## src/hw/rtl/uers_pkg.sv

```systemverilog
// uers_pkg: types, codes and defaults shared by the ecu reset service block
// used by uers_cfg_regs, uers_engine and uds_ecu_reset_service
`default_nettype none

package uers_pkg;

  localparam int COUNTER_WIDTH_DEF = 32;
  localparam int NUM_TYPE_COUNTS = 3;

  localparam logic [11:0] MIN_REQ_LEN   = 12'd2;
  localparam logic [15:0] DEFAULT_DELAY = 16'd10;
  localparam logic [3:0]  DEFAULT_MASK  = 4'd7;

  localparam logic [7:0] NRC_NONE  = 8'h00;
  localparam logic [7:0] NRC_SUBFN = 8'h12;
  localparam logic [7:0] NRC_LEN   = 8'h13;
  localparam logic [7:0] NRC_BUSY  = 8'h21;
  localparam logic [7:0] NRC_COND  = 8'h22;
  localparam logic [7:0] POS_SID   = 8'h51;

  localparam logic [6:0] SUB_HARD      = 7'd1;
  localparam logic [6:0] SUB_KEY_OFFON = 7'd2;
  localparam logic [6:0] SUB_SOFT      = 7'd3;
  localparam logic [6:0] SUB_RAPID_EN  = 7'd4;
  localparam logic [6:0] SUB_RAPID_DIS = 7'd5;

  localparam logic [1:0] SESS_PROG = 2'd1;
  localparam logic [1:0] SESS_EXT  = 2'd2;

  localparam logic [1:0] RAPID_NONE = 2'd0;
  localparam logic [1:0] RAPID_EN   = 2'd1;
  localparam logic [1:0] RAPID_DIS  = 2'd2;

  localparam logic [1:0] RESP_LEN_NONE  = 2'd0;
  localparam logic [1:0] RESP_LEN_SHORT = 2'd2;
  localparam logic [1:0] RESP_LEN_PDT   = 2'd3;

  localparam logic [1:0] MS_IDLE    = 2'd0;
  localparam logic [1:0] MS_PENDING = 2'd1;
  localparam logic [1:0] MS_EXEC    = 2'd2;

  localparam logic [2:0] STAT_TOTAL = 3'd0;

  typedef enum logic [2:0] {
    CMD_REQUEST = 3'd0,
    CMD_TICK    = 3'd1,
    CMD_CANCEL  = 3'd2,
    CMD_CLEAR   = 3'd3,
    CMD_QUERY   = 3'd4
  } cmd_t;

  typedef enum logic [2:0] {
    REG_SUPPORTED_MASK = 3'd0,
    REG_REQ_PROG       = 3'd1,
    REG_REQ_EXT        = 3'd2,
    REG_RESET_DELAY    = 3'd3,
    REG_PDT_AVAILABLE  = 3'd4,
    REG_PDT_SECONDS    = 3'd5
  } reg_index_t;

  typedef enum logic [2:0] {
    PH_IDLE    = 3'b001,
    PH_PENDING = 3'b010,
    PH_EXEC    = 3'b100
  } phase_t;

  typedef struct packed {
    logic [2:0]  cmd;
    logic [11:0] req_length;
    logic [7:0]  sub_byte;
    logic [15:0] source_address;
    logic [1:0]  session;
    logic [15:0] elapsed_ms;
    logic [2:0]  stat_index;
  } in_item_t;

  typedef struct packed {
    logic [7:0]  nrc;
    logic [7:0]  resp_sid;
    logic [6:0]  resp_sub;
    logic [7:0]  resp_pdt;
    logic [1:0]  resp_length;
    logic        suppressed;
    logic [1:0]  rapid_action;
    logic [1:0]  reset_action;
    logic [1:0]  machine_state;
    logic [1:0]  pending_kind;
    logic [31:0] stat_value;
    logic [15:0] requester;
  } out_item_t;

  typedef struct packed {
    logic [3:0]  supported_mask;
    logic        require_programming;
    logic        require_extended;
    logic [15:0] reset_delay;
    logic        power_down_available;
    logic [7:0]  power_down_seconds;
  } cfg_t;

endpackage

`default_nettype wire

```

## src/hw/rtl/uers_cfg_regs.sv

```systemverilog
// uers_cfg_regs: configuration register file of the ecu reset service block
// depends on uers_pkg
`default_nettype none

module uers_cfg_regs (
  input  wire logic           clk,
  input  wire logic           rst,
  input  wire logic           wr_en,
  input  wire logic [2:0]     wr_index,
  input  wire logic [15:0]    wr_data,
  output uers_pkg::cfg_t      cfg
);

  uers_pkg::cfg_t cfg_regs;

  always_ff @(posedge clk) begin
    if (rst) begin
      cfg_regs.supported_mask       <= uers_pkg::DEFAULT_MASK;
      cfg_regs.require_programming  <= 1'b0;
      cfg_regs.require_extended     <= 1'b0;
      cfg_regs.reset_delay          <= uers_pkg::DEFAULT_DELAY;
      cfg_regs.power_down_available <= 1'b0;
      cfg_regs.power_down_seconds   <= 8'd0;
    end else if (wr_en) begin
      case (wr_index)
        uers_pkg::REG_SUPPORTED_MASK: cfg_regs.supported_mask       <= wr_data[3:0];
        uers_pkg::REG_REQ_PROG:       cfg_regs.require_programming  <= wr_data[0];
        uers_pkg::REG_REQ_EXT:        cfg_regs.require_extended     <= wr_data[0];
        uers_pkg::REG_RESET_DELAY:    cfg_regs.reset_delay          <= wr_data;
        uers_pkg::REG_PDT_AVAILABLE:  cfg_regs.power_down_available <= wr_data[0];
        uers_pkg::REG_PDT_SECONDS:    cfg_regs.power_down_seconds   <= wr_data[7:0];
        default: begin
        end
      endcase
    end
  end

  assign cfg = cfg_regs;

endmodule

`default_nettype wire

```

## src/hw/rtl/uers_engine.sv

```systemverilog
// uers_engine: service state, statistics counters and the per-transaction decision logic
// depends on uers_pkg; driven by the pipeline in uds_ecu_reset_service
`default_nettype none

module uers_engine #(
  parameter int COUNTER_WIDTH = uers_pkg::COUNTER_WIDTH_DEF
) (
  input  wire logic                clk,
  input  wire logic                rst,
  input  wire logic                step,
  input  wire uers_pkg::in_item_t  item,
  input  wire uers_pkg::cfg_t      cfg,
  output uers_pkg::out_item_t      result
);

  localparam int NTC = uers_pkg::NUM_TYPE_COUNTS;

  uers_pkg::phase_t         phase, phase_next;
  logic [1:0]               pending_type, pending_type_next;
  logic [15:0]              delay_left, delay_left_next;
  logic [15:0]              tester_addr, tester_addr_next;
  logic [COUNTER_WIDTH-1:0] total_count, total_count_next;
  logic [COUNTER_WIDTH-1:0] type_counts [NTC];
  logic [COUNTER_WIDTH-1:0] type_counts_next [NTC];

  logic [6:0]  sub;
  logic        quiet;
  logic [1:0]  mask_bit;
  logic        elevated;
  logic        cond_fail;
  logic [7:0]  nrc_code;
  logic [1:0]  type_idx;
  logic [COUNTER_WIDTH-1:0] stat_sel;
  logic [63:0] stat_ext;

  assign sub      = item.sub_byte[6:0];
  assign quiet    = item.sub_byte[7];
  assign mask_bit = (sub >= uers_pkg::SUB_RAPID_EN) ? 2'd3 : 2'(sub - 7'd1);
  assign elevated = (item.session == uers_pkg::SESS_PROG) ||
                    (item.session == uers_pkg::SESS_EXT);
  assign cond_fail =
      ((sub == uers_pkg::SUB_HARD) && cfg.require_programming &&
       (item.session != uers_pkg::SESS_PROG)) ||
      ((sub == uers_pkg::SUB_SOFT) && cfg.require_extended && !elevated) ||
      ((sub == uers_pkg::SUB_KEY_OFFON) && !elevated);
  assign type_idx = 2'(sub - 7'd1);

  always_comb begin
    if (item.req_length < uers_pkg::MIN_REQ_LEN) begin
      nrc_code = uers_pkg::NRC_LEN;
    end else if (phase != uers_pkg::PH_IDLE) begin
      nrc_code = uers_pkg::NRC_BUSY;
    end else if ((sub < uers_pkg::SUB_HARD) || (sub > uers_pkg::SUB_RAPID_DIS)) begin
      nrc_code = uers_pkg::NRC_SUBFN;
    end else if (!cfg.supported_mask[mask_bit]) begin
      nrc_code = uers_pkg::NRC_SUBFN;
    end else if (cond_fail) begin
      nrc_code = uers_pkg::NRC_COND;
    end else begin
      nrc_code = uers_pkg::NRC_NONE;
    end
  end

  always_comb begin
    phase_next        = phase;
    pending_type_next = pending_type;
    delay_left_next   = delay_left;
    tester_addr_next  = tester_addr;
    total_count_next  = total_count;
    for (int i = 0; i < NTC; i++) begin
      type_counts_next[i] = type_counts[i];
    end
    result = '0;

    case (item.cmd)
      uers_pkg::CMD_REQUEST: begin
        result.nrc = nrc_code;
        if (nrc_code == uers_pkg::NRC_NONE) begin
          if (sub >= uers_pkg::SUB_RAPID_EN) begin
            result.rapid_action = (sub == uers_pkg::SUB_RAPID_EN) ?
                                  uers_pkg::RAPID_EN : uers_pkg::RAPID_DIS;
            if (quiet) begin
              result.suppressed = 1'b1;
            end else begin
              result.resp_sid    = uers_pkg::POS_SID;
              result.resp_sub    = sub;
              result.resp_length = uers_pkg::RESP_LEN_SHORT;
            end
          end else begin
            total_count_next = total_count + COUNTER_WIDTH'(1);
            type_counts_next[type_idx] = type_counts[type_idx] + COUNTER_WIDTH'(1);
            phase_next        = uers_pkg::PH_PENDING;
            pending_type_next = sub[1:0];
            delay_left_next   = cfg.reset_delay;
            tester_addr_next  = item.source_address;
            if (quiet) begin
              result.suppressed = 1'b1;
            end else begin
              result.resp_sid = uers_pkg::POS_SID;
              result.resp_sub = sub;
              if (cfg.power_down_available) begin
                result.resp_pdt    = cfg.power_down_seconds;
                result.resp_length = uers_pkg::RESP_LEN_PDT;
              end else begin
                result.resp_length = uers_pkg::RESP_LEN_SHORT;
              end
            end
          end
        end
      end
      uers_pkg::CMD_TICK: begin
        if (phase == uers_pkg::PH_PENDING) begin
          if (delay_left > item.elapsed_ms) begin
            delay_left_next = delay_left - item.elapsed_ms;
          end else begin
            delay_left_next     = 16'd0;
            phase_next          = uers_pkg::PH_EXEC;
            result.reset_action = pending_type;
          end
        end
      end
      uers_pkg::CMD_CANCEL: begin
        if (phase != uers_pkg::PH_IDLE) begin
          phase_next        = uers_pkg::PH_IDLE;
          pending_type_next = 2'd0;
          delay_left_next   = 16'd0;
        end
      end
      uers_pkg::CMD_CLEAR: begin
        total_count_next = '0;
        for (int i = 0; i < NTC; i++) begin
          type_counts_next[i] = '0;
        end
      end
      default: begin
      end
    endcase

    // status after the step
    case (phase_next)
      uers_pkg::PH_PENDING: result.machine_state = uers_pkg::MS_PENDING;
      uers_pkg::PH_EXEC:    result.machine_state = uers_pkg::MS_EXEC;
      default:              result.machine_state = uers_pkg::MS_IDLE;
    endcase
    result.pending_kind = (phase_next != uers_pkg::PH_IDLE) ? pending_type_next : 2'd0;
    result.requester    = tester_addr_next;
    result.stat_value   = stat_ext[31:0];
  end

  // rapid shutdown never counts, so only hard, key off-on and soft have counters
  always_comb begin
    if (item.stat_index == uers_pkg::STAT_TOTAL) begin
      stat_sel = total_count_next;
    end else if (item.stat_index <= 3'(NTC)) begin
      stat_sel = type_counts_next[2'(item.stat_index - 3'd1)];
    end else begin
      stat_sel = '0;
    end
  end

  assign stat_ext = 64'(stat_sel);

  always_ff @(posedge clk) begin
    if (rst) begin
      phase        <= uers_pkg::PH_IDLE;
      pending_type <= 2'd0;
      delay_left   <= 16'd0;
      tester_addr  <= 16'd0;
      total_count  <= '0;
      for (int i = 0; i < NTC; i++) begin
        type_counts[i] <= '0;
      end
    end else if (step) begin
      phase        <= phase_next;
      pending_type <= pending_type_next;
      delay_left   <= delay_left_next;
      tester_addr  <= tester_addr_next;
      total_count  <= total_count_next;
      for (int i = 0; i < NTC; i++) begin
        type_counts[i] <= type_counts_next[i];
      end
    end
  end

endmodule

`default_nettype wire

```

## src/hw/rtl/uds_ecu_reset_service.sv

```systemverilog
// uds_ecu_reset_service: top level, input register, result register and assertions
// depends on uers_pkg, uers_cfg_regs and uers_engine
`default_nettype none

// ECU reset service (0x11) engine. Each input transaction carries one command:
// a reset request, a millisecond tick, a cancel, a statistics clear or a
// query, and produces exactly one result transaction, offered on the output
// after it has been held in the input register and its outcome has been
// captured in the result register. The decision for a
// transaction is a single pass of compare and subtract logic against the
// service state, so one transaction is taken every cycle while results are
// being drained; in_ready drops only when both the input register and the
// result register hold a transaction that the output side has not taken.
// Configuration writes take effect the cycle after cfg_valid and should be
// made while no transaction is in flight; cfg_ready is always high.
module uds_ecu_reset_service #(
  parameter int COUNTER_WIDTH = uers_pkg::COUNTER_WIDTH_DEF
) (
  input  wire logic                clk,
  input  wire logic                rst,
  input  wire logic                in_valid,
  output      logic                in_ready,
  input  wire uers_pkg::in_item_t  in_item,
  output      logic                out_valid,
  input  wire logic                out_ready,
  output uers_pkg::out_item_t      out_item,
  input  wire logic                cfg_valid,
  output      logic                cfg_ready,
  input  wire logic [2:0]          cfg_index,
  input  wire logic [15:0]         cfg_data
);

  uers_pkg::cfg_t      cfg;
  uers_pkg::in_item_t  hold_item;
  uers_pkg::out_item_t result;
  logic                hold_valid;
  logic                advance;

  assign cfg_ready = 1'b1;
  assign advance   = hold_valid && (!out_valid || out_ready);
  assign in_ready  = !hold_valid || advance;

  uers_cfg_regs u_cfg (
    .clk      (clk),
    .rst      (rst),
    .wr_en    (cfg_valid && cfg_ready),
    .wr_index (cfg_index),
    .wr_data  (cfg_data),
    .cfg      (cfg)
  );

  uers_engine #(
    .COUNTER_WIDTH (COUNTER_WIDTH)
  ) u_engine (
    .clk    (clk),
    .rst    (rst),
    .step   (advance),
    .item   (hold_item),
    .cfg    (cfg),
    .result (result)
  );

  always_ff @(posedge clk) begin
    if (rst) begin
      hold_valid <= 1'b0;
    end else if (in_ready) begin
      hold_valid <= in_valid;
    end
  end

  always_ff @(posedge clk) begin
    if (in_valid && in_ready) begin
      hold_item <= in_item;
    end
  end

  always_ff @(posedge clk) begin
    if (rst) begin
      out_valid <= 1'b0;
    end else if (advance) begin
      out_valid <= 1'b1;
    end else if (out_ready) begin
      out_valid <= 1'b0;
    end
  end

  always_ff @(posedge clk) begin
    if (advance) begin
      out_item <= result;
    end
  end

  a_stall_only_on_full: assert property (@(posedge clk) disable iff (rst)
    !in_ready |-> (hold_valid && out_valid && !out_ready))
    else $error("input stalled while the pipeline could move");

  a_reset_action_exec: assert property (@(posedge clk) disable iff (rst)
    (out_valid && (out_item.reset_action != 2'd0)) |->
      (out_item.machine_state == uers_pkg::MS_EXEC))
    else $error("reset action given outside the executing state");

  a_negative_clean: assert property (@(posedge clk) disable iff (rst)
    (out_valid && (out_item.nrc != uers_pkg::NRC_NONE)) |->
      ((out_item.resp_length == uers_pkg::RESP_LEN_NONE) && !out_item.suppressed &&
       (out_item.resp_sid == 8'd0) && (out_item.rapid_action == uers_pkg::RAPID_NONE)))
    else $error("negative response carries positive response fields");

  a_positive_sid: assert property (@(posedge clk) disable iff (rst)
    (out_valid && (out_item.resp_length != uers_pkg::RESP_LEN_NONE)) |->
      ((out_item.resp_sid == uers_pkg::POS_SID) && (out_item.nrc == uers_pkg::NRC_NONE)))
    else $error("positive response without its service id");

endmodule

`default_nettype wire
```

## config.mk

```make
export PLATFORM = sky130hd
export DESIGN_NAME = uds_ecu_reset_service
export DESIGN_NICKNAME = d
export VERILOG_FILES = /design/src/hw/rtl/uers_pkg.sv /design/src/hw/rtl/uers_cfg_regs.sv /design/src/hw/rtl/uers_engine.sv /design/src/hw/rtl/uds_ecu_reset_service.sv
export SDC_FILE = /design/constraint.sdc
export NUM_CORES = 1
export LEC_CHECK = 0
export BUFFER_PORTS_ARGS = -buffer_cell sky130_fd_sc_hd__buf_2
export CAP_MARGIN = 20
export CORE_MARGIN = 3
export CORE_UTILIZATION = 35
export DETAILED_ROUTE_END_ITERATION = 8
export PLACE_DENSITY = 0.56
export SYNTH_ARGS = -nofsm -noshare
export SYNTH_HDL_FRONTEND = slang
export SYNTH_SLANG_ARGS = --single-unit
```

## constraint.sdc

```tcl
create_clock -name clk -period 8.8 [get_ports clk]
set_input_delay 2.2 -clock clk [delete_from_list [all_inputs] [get_ports clk]]
set_output_delay 2.2 -clock clk [all_outputs]
set_load 0.02 [all_outputs]
```

Word-level counts from Yosys, hierarchy flattened:

Memories as Yosys holds them, arrays and structs flattened.
Cells that the tools add are included.

* output and inout bits: 93
* input port bits: 84
* RAM bits: 96
* bits in registers: 252
* memories kept: 1

* magnitude comparators: 10
* eq/ne operators: 24
* add/sub/neg operators: 5
* bitwise operators: 10
* reduce and logical (&&, ||, !) cells: 34
* multiplexer cells: 61

Memories
* u_engine.type_counts: depth 3, width 32, rd ports 4, clocked after Yosys merged registers in 0, wr ports 3, RTL line uers_engine.sv:23 `logic [COUNTER_WIDTH-1:0] type_counts [NTC];`

Operators with widths (number)
* $mux W32: 10
* $mux W96: 2
* $pmux W96 S2: 1
* $mux W16: 8
* $bwmux W96: 1
* $add A32 B1 Y32 const B: 2
* $bmux W32 S2: 1
* $demux W32 S2: 1
* $pmux W32 S2: 1
* $pmux W16 S3: 1
* $mux W8: 5
* $mux W24: 1
* $eq A3 B2 Y1 const B: 6
* $mux W3: 6
* $gt A16 B16 Y1: 1
* $sub A16 B16 Y16: 1
* $mux W15: 1
* $eq A7 B2 Y1 const B: 2
* $mux W14: 1
* $reduce_and A2 Y1: 7
* $lt A12 B2 Y1 const B: 1
* $mux W2: 6
* $mux W1: 10
* $eq A3 B3 Y1 const B: 3
* 34 further kinds: 65

Longest topological paths before layout:

Gate-level depths: netlist of run 1.

* depth in word-level cells: 19
* mapped depth: 19

By module:

A second synthesis of run 1 with hierarchy kept.

* cell total of the unflattened synthesis: 1863
* area, all modules: 18504.0 sq um

By module, submodules not included
* uers_engine: times used 1, cells an instance 1570, area an instance 12509.5 sq um, seq. area each 4264.1 sq um
* uds_ecu_reset_service: times used 1, cells an instance 162, area an instance 4619.4 sq um, seq. area each 4544.4 sq um
* uers_cfg_regs: times used 1, cells an instance 131, area an instance 1375.1 sq um, seq. area each 620.6 sq um

Worst setup path after synthesis of run 1:

Ideal clock, no wire load.

* kind: in2reg
* from: input out_ready
* to: register u_engine.tester_addr[11]
* slack: 3.052 ns
* data required time: 8.515 ns
* buffers on the path: 3
* stages: 7
* arrival: 5.462 ns
* cells stage by stage: nor2b_1 nand2b_1 clkbuf_1 inv_1 clkbuf_1 buf_1 a311oi_1

* word-level cells in the longest chain between the ends: 2

RTL lines
* start, declared: RTL line uds_ecu_reset_service.sv:25 `input wire logic out_ready,`
* $logic_or A1 B1 Y1: RTL line uds_ecu_reset_service.sv:40 `assign advance = hold_valid && (!out_valid || out_ready);`
* $logic_and A1 B1 Y1: RTL line uds_ecu_reset_service.sv:40
* via advance: RTL line uds_ecu_reset_service.sv:37 `logic advance;`
* end signal, assigned: RTL line uers_engine.sv:177 `tester_addr <= tester_addr_next;`
* end, declared: RTL line uers_engine.sv:21 `logic [15:0] tester_addr, tester_addr_next;`

The timed path passes the listed nets, and every way through them passes these cells.
A chain may end at the register's enable or synchronous reset.

==> results of run 1 <==
==> cell usage after synthesis, types with 28 or more instances <==
library cell	number	area share, %
dfxtp_1	102	12
o21ai_0	55	1.6
inv_1	40	0.86
a21oi_1	91	2.6
nor3_1	39	1.1
clkbuf_1	94	2.0
xnor2_1	32	1.6
nand3_1	39	1.1
nand2_1	220	4.8
mux2i_1	39	2.2
nand4_1	28	1.0
edfxtp_1	233	40
a22oi_1	107	4.6
nor2_1	215	4.6
==> stage by stage <==
| step | hold WS (ps) | total power [W] | utilization (%) | std cells | cell area, sq um |
|---|---|---|---|---|---|
| after floorplan | 432 | 0.00211 | - | 1760 | 17400 |
| after global placement | 440 | 0.00222 | 38.4 | 2488 | 18800 |
| after detailed placement | 445 | 0.00223 | 38.4 | 2488 | 18800 |
| after CTS | 453 | 0.00392 | 41.1 | 2562 | 20100 |
| after global routing | 474 | 0.00403 | 41.1 | 2564 | 20100 |
| final | 449 | 0.00387 | 41.1 | 2564 | 20100 |
==> layer usage <==
layer,global-route usage [%],part of all wire (%)
met3,3.39,6.0
met1,25.7,44
met2,30.4,47
met4,6.82,3.0
met5,0,0.053
==> layout by cell type (no fill, tap or decap), types with 20 or more instances in the layout <==
| master | n |
|---|---|
| edfxtp_1 | 233 |
| nand2_1 | 220 |
| nor2_1 | 215 |
| buf_2 | 164 |
| a22oi_1 | 107 |
| dfxtp_1 | 102 |
| a21oi_1 | 91 |
| o21ai_0 | 55 |
| clkbuf_16 | 42 |
| nand3_1 | 39 |
| inv_1 | 39 |
| mux2i_1 | 39 |
| nor3_1 | 38 |
| xnor2_1 | 32 |
| buf_4 | 31 |
| nand4_1 | 28 |
| mux2_2 | 25 |
| ha_1 | 24 |
| and2_1 | 23 |
| a211oi_1 | 20 |
==> cells by family after synthesis <==
family / Yosys count
simple gates: 668
compound gates: 427
flops: 335
buf+inv: 170
mux: 69
xor+xnor: 51
fa+ha+maj: 26
other cells: 2
==> worst reg2reg max path: stages, from the launching register on <==
cell and delay (ps):
edfxtp_1 320, buf_4 610, inv_1 210, ha_2 420
buf_4 580, mux2i_1 340, nor4_2 370, nand2_1 270
or4_4 610, or4b_1 630, xor2_1 210, a221o_1 320
==> power groups by stage <==
stage	sequential [W]	combinational, W	clock (W)
6_report	0.00180	0.000398	0.00167
4_1_cts	0.00180	0.000398	0.00171
2_1_floorplan	0.00185	0.000259	0
3_3_place_gp	0.00183	0.000391	0
5_1_grt	0.00181	0.000437	0.00178
3_5_place_dp	0.00184	0.000396	0
==> state kept, by name, summed over array words and instances, names as in the netlist <==
name	count
u_engine.type_counts	96
out_item	78
u_engine.phase	3
u_engine.tester_addr	16
u_cfg.cfg	31
out_valid	1
u_engine.pending_type	2
u_engine.total_count	32
hold_item	59
u_engine.delay_left	16
hold_valid	1
==> path summary, 6_finish.rpt <==
path	startpoint	end	slack, ps
worst max-delay path	hold_item[37]	out_item[47]	3680
worst min-delay path	u_cfg.cfg[0]	u_cfg.cfg[0]	450
worst max register to register	hold_item[37]	out_item[47]	3680
worst min register to register	u_cfg.cfg[0]	u_cfg.cfg[0]	450
==> layout make-up <==
class                      instances  share of cell area [%]
antenna                            1                  0.0124
clock inverter                    18                   0.852
sequential                       335                    44.9
tap                              664                    4.13
timing repair buffer             195                    5.24
clock buffer                      56                    5.69
multi-input combinational       1255                    38.4
inverter                          40                   0.759
==> flow_metrics.py, run 1 <==
metrics = {
    "setup_path": {
        "cp_num_buf_inv": 3,
        "critical_path.cell_chain": "buf_4 > inv_1 > ha_2 > buf_4 > mux2i_1 > nor4_2 > nand2_1 > or4_4 > or4b_1 > xor2_1 > a221o_1",
        "path_max_fanout": 47,
        "critPathTopFamily": "simple AND/OR/NAND/NOR gates",
        "arrival_ps": 5440,
        "startpoint_type": "flip-flop",
        "path_depth": 11,
        "path_common_cell": "buf_4",
        "cp.required_ps": 9120,
        "cpMaxStageDelayCell": "or4b_1",
        "crit_type": "flip-flop to flip-flop",
        "end_kind": "flip-flop",
        "max_stage_delay_ps": 630,
        "ff2ff_path_depth": 11,
    },
    "synth": {
        "synth.avg_cell_area_sq_um": 9.94,
        "ys_warn_count": 0,
        "yosys.area_share.simple_pct": 17.8,
        "synth_adder_area_share_pct": 1.92,
        "synth_compound_area_share_pct": 17.3,
        "ys_seq_elements": 335,
        "muxShareOfSynthArea_pct": 4.21,
        "ys_seq_area_share_pct": 52.0,
        "synth_top_family_by_area": "simple AND/OR/NAND/NOR gates",
        "ys_types": 81,
        "netlist_area_sq_um": 17400,
        "async_reset_ff_share_pct": 0,
        "synth_edf_count": 233,
        "synth-xor-area-share_pct": 2.57,
        "synthCells": 1748,
        "synth_ff_type": "edfxtp_1",
    },
    "die": {
        "num_io_pins": 177,
        "fp.dieArea_sq_um": 52300,
        "start_util_pct": 35.5,
        "fp.coreArea_sq_um": 49000,
        "row_count": 81,
        "die_width_um": 229,
        "die_y_um": 229,
    },
    "final_layout": {
        "regArea_sq_um": 9040,
        "multi_input_area_sq_um": 7720,
        "syn2layout_area_growth_pct": 15.8,
        "fin_nets": 1977,
        "layout-drive-gt1-share_pct": 16.2,
        "fillCellCount": 4730,
    },
    "grt": {
        "grt_pass1_wl_um": 79300,
        "grt_max_degree": 72,
        "track_usage_pct": 18.9,
        "antenna_found_initial": 3,
        "gr-total-overflow": 0,
        "grt_pass1_vias": 13800,
    },
    "detailed_routing": {
        "wl_um": 50800,
        "drt-vias-per-instance": 5.58,
        "drt_iter0_markers": 1174,
        "drc": 0,
        "first_pass_iters": 5,
        "final_antenna_net_count": 0,
        "num_vias": 14300,
        "wire_per_inst_um": 19.8,
    },
    "cts": {
        "hold_buffers": 0,
        "clk_pin_slew_ps": 60,
        "cts_setup_buffers": 0,
        "cts-htree-levels": 2,
        "cts_tree": "built",
        "cts_sinks": 335,
        "cts-root-buf": "clkbuf_16",
        "cts_buffer_depth": 3,
        "numCtsBuffers": 40,
        "clock_latency_ps": 570,
        "cts_resized": 0,
    },
    "sta": {
        "post-route-period-util_pct": 58.2,
        "slew_violations": 0,
        "worst_pin_slew_ps": 1130,
        "setup_viol": 0,
        "max_freq_mhz": 195,
        "relSlewSlack_pct": 24.5,
        "finClkSkew_ps": 34.0,
        "finalCriticalPeriod_ps": 5120,
        "hold_violations": 0,
        "finalWorstSetupSlack_ps": 3680,
        "tns_ps": 0,
        "rsz0062_at_grt": "false",
    },
    "power_and_ir_drop": {
        "power_density_nw_per_um2": 192,
        "p_seq_share_pct": 46.6,
        "vdd_ir_drop_max_v": 0.000200,
        "power_frac_clock_pct": 43.1,
        "power_switching_w": 0.000982,
        "leakagePower_nw": 7.30,
        "pwr-share-comb_pct": 10.3,
        "switching_share_pct": 25.4,
        "internal_power_w": 0.00289,
    },
    "placed_design": {
        "hpwl_um": 32800,
        "port-buffer-count": 165,
        "place.gp.congestion": 0.863,
        "pre_cts_ws_ps": 3580,
    },
    "outcome": {
        "status": "completed",
    },
    "min_path": {
        "worstHoldPathType": "flip-flop to flip-flop",
        "hold_depth": 2,
    },
    "run": {
        "cap_violations": 0,
    },
}
No activity file was read; power rests on OpenSTA's default activity.
==> inputs of run 2 (changes only) <==
--- a/config.mk
+++ b/config.mk
@@ -5,12 +5,13 @@
 export SDC_FILE = /design/constraint.sdc
 export NUM_CORES = 1
 export LEC_CHECK = 0
+export ABC_AREA = 1
 export BUFFER_PORTS_ARGS = -buffer_cell sky130_fd_sc_hd__buf_2
 export CAP_MARGIN = 20
 export CORE_MARGIN = 3
 export CORE_UTILIZATION = 35
 export DETAILED_ROUTE_END_ITERATION = 8
-export PLACE_DENSITY = 0.56
+export PLACE_DENSITY = 0.58
 export SYNTH_ARGS = -nofsm -noshare
 export SYNTH_HDL_FRONTEND = slang
 export SYNTH_SLANG_ARGS = --single-unit
==> constraint.sdc (replaced) <==
create_clock -name clk -period 4.2 [get_ports clk]
set_input_delay 1.05 -clock clk [delete_from_list [all_inputs] [get_ports clk]]
set_output_delay 1.05 -clock clk [all_outputs]
set_load 0.02 [all_outputs]
==> run 2 against run 1 <==
Die area rose by 13%. Combinational power rose to 2.7 times the previous value. First-iteration DRC count rose by 45%. Fmax rose by 36%. Register-to-register slack got worse by 3200 ps. Cell area rose by 13%. Sequential power rose by 110%. Total power rose by 120%. Utilization fell by 0.069 points. Worst setup slack got worse by 3200 ps. Cell count rose by 41%. Critical path type unchanged. Critical endpoint is now out_item[1]. Highest routed layer unchanged.
==> flow_metrics.py, run 2 <==
metrics = {
    "final_layout": {
        "regArea_sq_um": 9040,
        "reg.largest.list": "u_engine.type_counts x96, out_item x78, hold_item x59",
        "multi_input_area_sq_um": 8930,
        "layout_common_cells": "nand2_1 (911), inv_1 (286), nand3_1 (247)",
        "largest_reg_flops": 96,
        "fin_nets": 2939,
        "syn2layout_area_growth_pct": 15.3,
        "fin_area_sq_um": 22700,
        "regMostFlops": "u_engine.type_counts",
        "final_util_pct": 41.0,
        "layout_commonest_cell": "nand2_1",
        "fillCellCount": 5728,
        "num_antenna_cells": 0,
        "layout-drive-gt1-share_pct": 11.4,
    },
    "die": {
        "fp.dieArea_sq_um": 59100,
        "die_width_um": 243,
        "fp.coreArea_sq_um": 55300,
        "die_y_um": 243,
        "num_io_pins": 177,
        "start_util_pct": 35.6,
        "row_count": 86,
    },
    "setup_path": {
        "critical_path.cell_chain": "inv_1 > ha_1 > buf_4 > nand4_1 > nand3_2 > nand4_4 > nor2_8 > nand2_4 > nor2_1 > inv_1 > o21ai_1 > inv_1",
        "crit_type": "flip-flop to flip-flop",
        "cp.required_ps": 4530,
        "path_max_fanout": 37,
        "path_common_cell": "inv_1",
        "startpoint_type": "flip-flop",
        "arrival_ps": 4090,
        "end_kind": "flip-flop",
        "critPathTopFamily": "simple AND/OR/NAND/NOR gates",
        "max_stage_delay_ps": 450,
        "cpMaxStageDelayCell": "inv_1",
        "cp_num_buf_inv": 4,
    },
    "placed_design": {
        "port-buffer-count": 165,
        "place.gp.congestion": 0.940,
        "place_area_sq_um": 21200,
        "hpwl_um": 43100,
        "pre_cts_ws_ps": 426,
    },
    "synth": {
        "async_reset_ff_share_pct": 0,
        "synthTopCellsByCount": "nand2_1 (911), inv_1 (290), nand3_1 (247)",
        "yosys.area.top_type": "edfxtp_1",
        "ys_seq_elements": 335,
        "synth.avg_cell_area_sq_um": 7.30,
        "synthTopCellsByArea": "edfxtp_1 (36%), nand2_1 (17%), dfxtp_1 (10%)",
        "synth_edf_count": 233,
        "ys_warn_count": 0,
        "synthCells": 2695,
        "ys_types": 51,
        "synth_ff_type": "edfxtp_1",
        "yosysMostFrequentCell": "nand2_1",
        "synth_top_area_share_pct": 35.6,
        "netlist_area_sq_um": 19700,
        "ys_seq_area_share_pct": 46.0,
    },
    "power_and_ir_drop": {
        "power_density_nw_per_um2": 376,
        "vdd_ir_drop_max_v": 0.000391,
        "leakagePower_nw": 9.69,
    },
    "detailed_routing": {
        "drc": 0,
        "first_pass_iters": 6,
        "drt_iter0_markers": 1704,
        "wl_um": 63200,
        "drt-vias-per-instance": 5.12,
        "final_antenna_net_count": 0,
        "wire_per_inst_um": 17.5,
        "num_vias": 18500,
    },
    "outcome": {
        "status": "completed",
    },
    "sta": {
        "finalWorstSetupSlack_ps": 442,
        "setup_viol": 0,
        "worst_pin_slew_ps": 980,
        "slew_violations": 0,
        "post-route-period-util_pct": 89.5,
        "relSlewSlack_pct": 34.6,
        "finClkSkew_ps": 42.0,
        "rsz0062_at_grt": "false",
        "holdWs_ps": 453,
        "max_freq_mhz": 266,
        "tns_ps": 0,
        "hold_violations": 0,
        "finalCriticalPeriod_ps": 3760,
    },
    "cts": {
        "cts_buffer_depth": 3,
        "cts-htree-levels": 2,
        "cts_setup_buffers": 0,
        "hold_buffers": 0,
        "cts_tree": "built",
        "clk_pin_slew_ps": 60,
        "numCtsBuffers": 41,
        "cts_sinks": 335,
        "cts_resized": 0,
        "cts-root-buf": "clkbuf_16",
        "clock_latency_ps": 580,
    },
    "run": {
        "cap_violations": 0,
    },
    "grt": {
        "antenna_found_initial": 4,
        "gr-total-overflow": 0,
        "grt_pass1_wl_um": 98200,
        "track_usage_pct": 20.9,
        "grt_max_degree": 79,
        "grt_pass1_vias": 17500,
    },
    "min_path": {
        "worstHoldPathType": "flip-flop to flip-flop",
    },
}
[run 2: changes by cell type in the layout (fill, tap and decap cells not counted), moves of 53 or more]
| cell | delta |
|---|---|
| a21oi_1 | +53 |
| nand3_1 | +208 |
| nand2_1 | +691 |
| a22oi_1 | -107 |
| o21ai_0 | +92 |
| inv_1 | +247 |
[run 2: through the flow]
stage | instances | power (W)
finish | 3609 | 0.00852
floorplan | 2707 | 0.00451
global route | 3609 | 0.00888
CTS | 3607 | 0.00861
detailed placement | 3532 | 0.00489
global placement | 3532 | 0.00487
[run 2: worst register-to-register path, delay by kind of cell (launching register included)]
family          cells  cell delay, ps
simple gates        6            1430
compound gates      1             360
fa+ha+maj           1             320
buf+inv             4            1040
flops               1             390
[run 2: logic make-up after synthesis]
kind of cell               synth area share, %
adders and majority gates                 1.69
xor gates and xnor gates                  1.42
DFF                                       46.0
other                                   0.0382
AOI/OAI and AO/OA                         10.3
buffers and inverters                     8.99
and+or+nand+nor                           31.6
[run 2: layout make-up]
type | instances | area share [%]
clock inverter | 21 | 1.10
multi-input combinational | 1940 | 39.4
tap | 748 | 4.13
timing repair buffer | 209 | 5.46
sequential | 335 | 39.8
inverter | 302 | 5.03
clock buffer | 54 | 5.05
[run 2: where the power goes]
| part | internal, W | switching (W) |
|---|---|---|
| combinational | 0.000294 | 0.000779 |
| clock | 0.00218 | 0.00151 |
| sequential | 0.00369 | 0.0000695 |
[run 2: routing by layer]
layer | up-vias | wire, um | GRT usage, %
met2 | 713 | 28800 | 33.1
met5 | - | 55 | 0
met4 | 8 | 1750 | 6.87
li1 | 9045 | - | -
met3 | 111 | 5230 | 3.98
met1 | 8608 | 27300 | 28.7
[run 2: path summary, 6_finish.rpt]
check	from	end	slack [ps]	cells after the start
max	hold_item[38]	out_item[1]	440	12
min	u_cfg.cfg[23]	u_cfg.cfg[23]	450	2
max reg2reg	hold_item[38]	out_item[1]	440	12
min reg2reg	u_cfg.cfg[23]	u_cfg.cfg[23]	450	2
